## config.mk

```make
export PLATFORM = sky130hd
export DESIGN_NAME = rcid_ctrl
export DESIGN_NICKNAME = d
export VERILOG_FILES = /design/src/rcid_pkg.sv /design/src/rcid_ctrl.sv
export SDC_FILE = /design/constraint.sdc
export NUM_CORES = 1
export LEC_CHECK = 0
export BUFFER_PORTS_ARGS = -buffer_cell sky130_fd_sc_hd__buf_2
export CELL_PAD_IN_SITES_DETAIL_PLACEMENT = 1
export CELL_PAD_IN_SITES_GLOBAL_PLACEMENT = 1
export CORE_AREA = 2 2 39 41
export CTS_CLUSTER_DIAMETER = 150
export DETAILED_ROUTE_END_ITERATION = 7
export DIE_AREA = 0 0 41 43
export HOLD_SLACK_MARGIN = 0.06
export PLACE_DENSITY_LB_ADDON = 0.1
export SKIP_CTS_REPAIR_TIMING = 1
export SYNTH_ARGS = -nofsm -noshare
export SYNTH_HDL_FRONTEND = slang
export SYNTH_SLANG_ARGS = --single-unit
```

## constraint.sdc

```tcl
create_clock -name clk -period 1.39 [get_ports clk]
set_clock_uncertainty 0.2 [all_clocks]
set_input_delay 0.139 -clock clk [delete_from_list [all_inputs] [get_ports clk]]
set_output_delay 0.139 -clock clk [all_outputs]
set_load 0.01 [all_outputs]
```

## src/rcid_pkg.sv

```systemverilog
package rcid_pkg;

    localparam int ID_W     = 8;
    localparam int OP_W     = 3;
    localparam int ST_W     = 3;
    localparam int CNT_W    = 16;
    localparam int APB_DW   = 32;
    localparam int APB_AW   = 3;

    // Operation codes; unused codes behave as a lookup.
    localparam logic [OP_W-1:0] OP_ALLOC  = 3'd0;
    localparam logic [OP_W-1:0] OP_INSERT = 3'd1;
    localparam logic [OP_W-1:0] OP_LOOKUP = 3'd2;
    localparam logic [OP_W-1:0] OP_INCR   = 3'd3;
    localparam logic [OP_W-1:0] OP_DECR   = 3'd4;

    localparam logic [ST_W-1:0] ST_OK         = 3'd0;
    localparam logic [ST_W-1:0] ST_NOT_FOUND  = 3'd1;
    localparam logic [ST_W-1:0] ST_OUT_OF_IDS = 3'd2;
    localparam logic [ST_W-1:0] ST_ABOVE_MAX  = 3'd3;
    localparam logic [ST_W-1:0] ST_PRESENT    = 3'd4;

    // Register word index and reset value.
    localparam logic REG_MAX_ID = 1'b0;
    localparam logic [ID_W-1:0] MAX_ID_RESET = 8'd255;

    typedef enum logic [1:0] {
        S_IDLE,
        S_SCAN,
        S_CHECK,
        S_MODIFY
    } state_t;

    typedef struct packed {
        logic load;
        logic scan_step;
        logic alloc_done;
        logic alloc_fail;
        logic check_done;
        logic read_issue;
        logic modify_done;
    } dp_cmd_t;

    typedef struct packed {
        logic in_alloc;
        logic scan_hit;
        logic scan_end;
        logic need_read;
        logic out_free;
    } dp_status_t;

endpackage

```

## src/rcid_ctrl.sv

```systemverilog
module rcid_ctrl (
    input  logic                  clk,
    input  logic                  rst_n,
    input  logic                  in_valid,
    output logic                  in_ready,
    input  rcid_pkg::dp_status_t  sts,
    output rcid_pkg::dp_cmd_t     cmd
);

    rcid_pkg::state_t state_reg;
    rcid_pkg::state_t state_next;

    always_ff @(posedge clk or negedge rst_n)
    begin
        if (!rst_n)
        begin
            state_reg <= rcid_pkg::S_IDLE;
        end
        else
        begin
            state_reg <= state_next;
        end
    end

    always_comb
    begin
        state_next = state_reg;
        case (state_reg)
            rcid_pkg::S_IDLE:
            begin
                if (in_valid)
                begin
                    state_next = sts.in_alloc ? rcid_pkg::S_SCAN : rcid_pkg::S_CHECK;
                end
            end
            rcid_pkg::S_SCAN:
            begin
                if ((sts.scan_end || sts.scan_hit) && sts.out_free)
                begin
                    state_next = rcid_pkg::S_IDLE;
                end
            end
            rcid_pkg::S_CHECK:
            begin
                if (sts.need_read)
                begin
                    state_next = rcid_pkg::S_MODIFY;
                end
                else if (sts.out_free)
                begin
                    state_next = rcid_pkg::S_IDLE;
                end
            end
            rcid_pkg::S_MODIFY:
            begin
                if (sts.out_free)
                begin
                    state_next = rcid_pkg::S_IDLE;
                end
            end
            default:
            begin
                state_next = rcid_pkg::S_IDLE;
            end
        endcase
    end

    always_comb
    begin
        cmd      = '0;
        in_ready = 1'b0;
        case (state_reg)
            rcid_pkg::S_IDLE:
            begin
                in_ready = 1'b1;
                cmd.load = in_valid;
            end
            rcid_pkg::S_SCAN:
            begin
                // Limit tested before the candidate; IDs 1 to the limit each get one try.
                if (sts.scan_end)
                begin
                    cmd.alloc_fail = sts.out_free;
                end
                else if (sts.scan_hit)
                begin
                    cmd.alloc_done = sts.out_free;
                end
                else
                begin
                    cmd.scan_step = 1'b1;
                end
            end
            rcid_pkg::S_CHECK:
            begin
                if (sts.need_read)
                begin
                    cmd.read_issue = 1'b1;
                end
                else
                begin
                    cmd.check_done = sts.out_free;
                end
            end
            rcid_pkg::S_MODIFY:
            begin
                cmd.modify_done = sts.out_free;
            end
            default:
            begin
                cmd = '0;
            end
        endcase
    end

endmodule

```

==> impl_results.md <==
* FF+latch area at 51.3 sq um
* Unrepaired setup endpoints after global routing: yes
* Clock Latency Late Sink at 220 ps
* First-pass GRT wire length at 1060 microns
* Max-Cap Viols at 0
* DRT iter0 DRCs at 1
* HPWL after DPL at 595 microns
* Critical Path Start: state_reg[0]
* Most common cell in the netlist: nor3b_1
* Core area at 0.00138 sq mm
* Worst Path Class, Setup: reg2out
* Die width at 41 microns
* Commonest cells post-synth: nor3b_1 (3), and4bb_2 (2), dfrtp_1 (2), nand2_1 (2), nor4b_1 (2)
* Initial Util at 0.137
* Post-synth EDFFs at 0
* Synth Warn # at 0
* Clock Sinks at 2
* Worst Setup Slack, final at -161 ps
* DR WL/cell at 12.8 microns
* Syn Inst Count at 20
* Area contributors post-synth: dfrtp_1 (26%), and4bb_2 (13%), nor3b_1 (12%)
* Vias at 261
* Combinational Power Share at 0.634
* Final setup viols at 8
* Final WL at 753 microns
* Largest net degree at the start of global routing at 7
* Vias in the first global route at 248
* Critical-path cell list: buf_6 > and3b_2 > buf_6 > buf_6
* Setup tns final at -866 ps
* Yosys reg bits at 2
* Pwr/cell area at 1730 mW/mm^2
* CTS tree: built
* Drt pass-1 iters at 3
* GRT Resource Usage Total at 0.102
* Post-synthesis async set-or-reset flop share at 1.00
* Port bufs at 15
* Outcome: finished, violations left
* Max reg flops at 2
* Net Sw Power at 0.000262 W
* Tmin final at 1550 ps
* Reg2reg start: state_reg[0]
* Pins Over Slew Limit at 0
* IO Count at 16
* Mean post-synth cell area at 9.45 sq um
* Overflow after GRT at 0
* Initial antenna violation count at 0
* Max Root-Sink Buffers at 2
* Syn_nets at 28
* WP data arrival at 1210 ps
* Worst slew margin at 0.834
* CTS root buffer: clkbuf_4
* Max Freq at 645 MHz
* Pint at 0.000457 W
* Main synth FF type: dfrtp_1
* Hold_sp: sts[4]
* Synth Cell Area at 189 sq um
* Placer Congestion at 0.752
* CP Launch Type: flop
* Crit path top cell by count: buf_6
* Layout cells sized above 1 at 0.791
* Slowest CP cell: dfrtp_1
* Crit end category: primary output
* Flop pwr share at 0.188
* Worst Path Max Fanout at 5
* Multi-input logic area at 161 sq um
* Worst-margin pin slew at 248 ps
* H-tree Lvls at 1
* # diodes at 0
* Synth-to-Final Area Change at 120%
* Clk slew on worst S/H paths at 30 ps
* # fillers at 174
* WP data required at 1050 ps
* Share of the synthesized area in the top cell type at 0.265
* Switching Share at 0.364
* Clock power frac at 0.178
* Post-route cell area at 415 sq um
* Die area at 0.00176 sq mm
* Yosys cell types at 14
* Final Hold Viols at 0
* CP peak stage delay at 420 ps
* # DRC at 0
* Post-synthesis sequential area ratio at 0.265
* Nets at 53
* Die H at 43 microns
* CTS Buf Count at 3
* Min-delay worst type: in2reg
* Post-DP Area at 310 sq um
* Vias/cell at 4.42
* DRT antenna net count at 0
* Yosys top cell by area: dfrtp_1
* Post-route clock period utilization at 1.12
* Failing checks: setup timing
* Leakage at 0.207 nW
* Maximum vdd drop at 0.000609 V
* Core Rows at 14
-- area by class of cell --
type | instances | area share
multi-input combinational | 16 | 0.389
timing repair buffer | 22 | 0.386
sequential | 2 | 0.123
clock buffer | 3 | 0.0542
tap | 16 | 0.0482
-- layout by cell type, fill, tap and decap left out, types with 2 or more instances in the layout --
master         synthesis  routed
buf_2                  1      13
buf_6                  0       6
clkbuf_4               0       3
nor3b_1                3       2
and4bb_2               2       2
dlygate4sd3_1          0       2
-- worst max-delay path, delay by kind of cell (launching register included) --
kind          cells  cell delay (ps)
simple gates      1              250
buf+inv           3              310
flops             1              420
-- per-stage QoR --
stage                     worst slack [ps]  power, W  cells  hold slack (ps)  utilization
final                                 -161  0.000719     59             67.6        0.300
after global routing                  -223  0.000780     59             62.5        0.300
after CTS                             -239  0.000621     57             -513        0.241
after detailed placement              -102  0.000482     54             -269        0.224
after global placement               -42.5  0.000475     54             -273        0.224
after floorplan                       -105  0.000347     20             -357            -
-- worst paths after layout --
| check | cells past startpoint | slack (ps) | to |
|---|---|---|---|
| setup reg to reg | 2 | -150 | state_reg[0] |
| hold reg to reg | 2 | 510 | state_reg[1] |
| setup / recovery | 4 | -160 | cmd[1] |
| max in group asynchronous | 3 | 260 | state_reg[1] |
| hold / removal | 3 | 70 | state_reg[1] |
| min in group asynchronous | 3 | 580 | state_reg[0] |
-- per-layer routing --
| metal | part of all wire | global-route usage | vias to the layer above |
|---|---|---|---|
| met1 | 0.40 | 0.105 | 124 |
| met4 | 0.025 | 0.120 | 0 |
| met2 | 0.49 | 0.131 | 12 |
| li1 | - | - | 123 |
| met5 | 0 | 0 | - |
| met3 | 0.081 | 0.0471 | 2 |
-- cell families (layout without fill, tap and decap cells) --
| family | count (synthesis) | count (layout) | share of synthesized area |
|---|---|---|---|
| buf+inv | 2 | 25 | 0.0662 |
| compound gates | 1 | 1 | 0.0464 |
| simple gates | 15 | 15 | 0.623 |
| flops | 2 | 2 | 0.265 |
-- power by group through the flow --
stage | Clock (W) | Combinational [W] | Sequential [W]
finish | 0.000128 | 0.000456 | 0.000135
global route | 0.000149 | 0.000492 | 0.000140
CTS | 0.000137 | 0.000363 | 0.000121
detailed placement | 0 | 0.000361 | 0.000121
global placement | 0 | 0.000358 | 0.000117
floorplan | 0 | 0.000242 | 0.000105
Power figures use the tool's default switching activity.
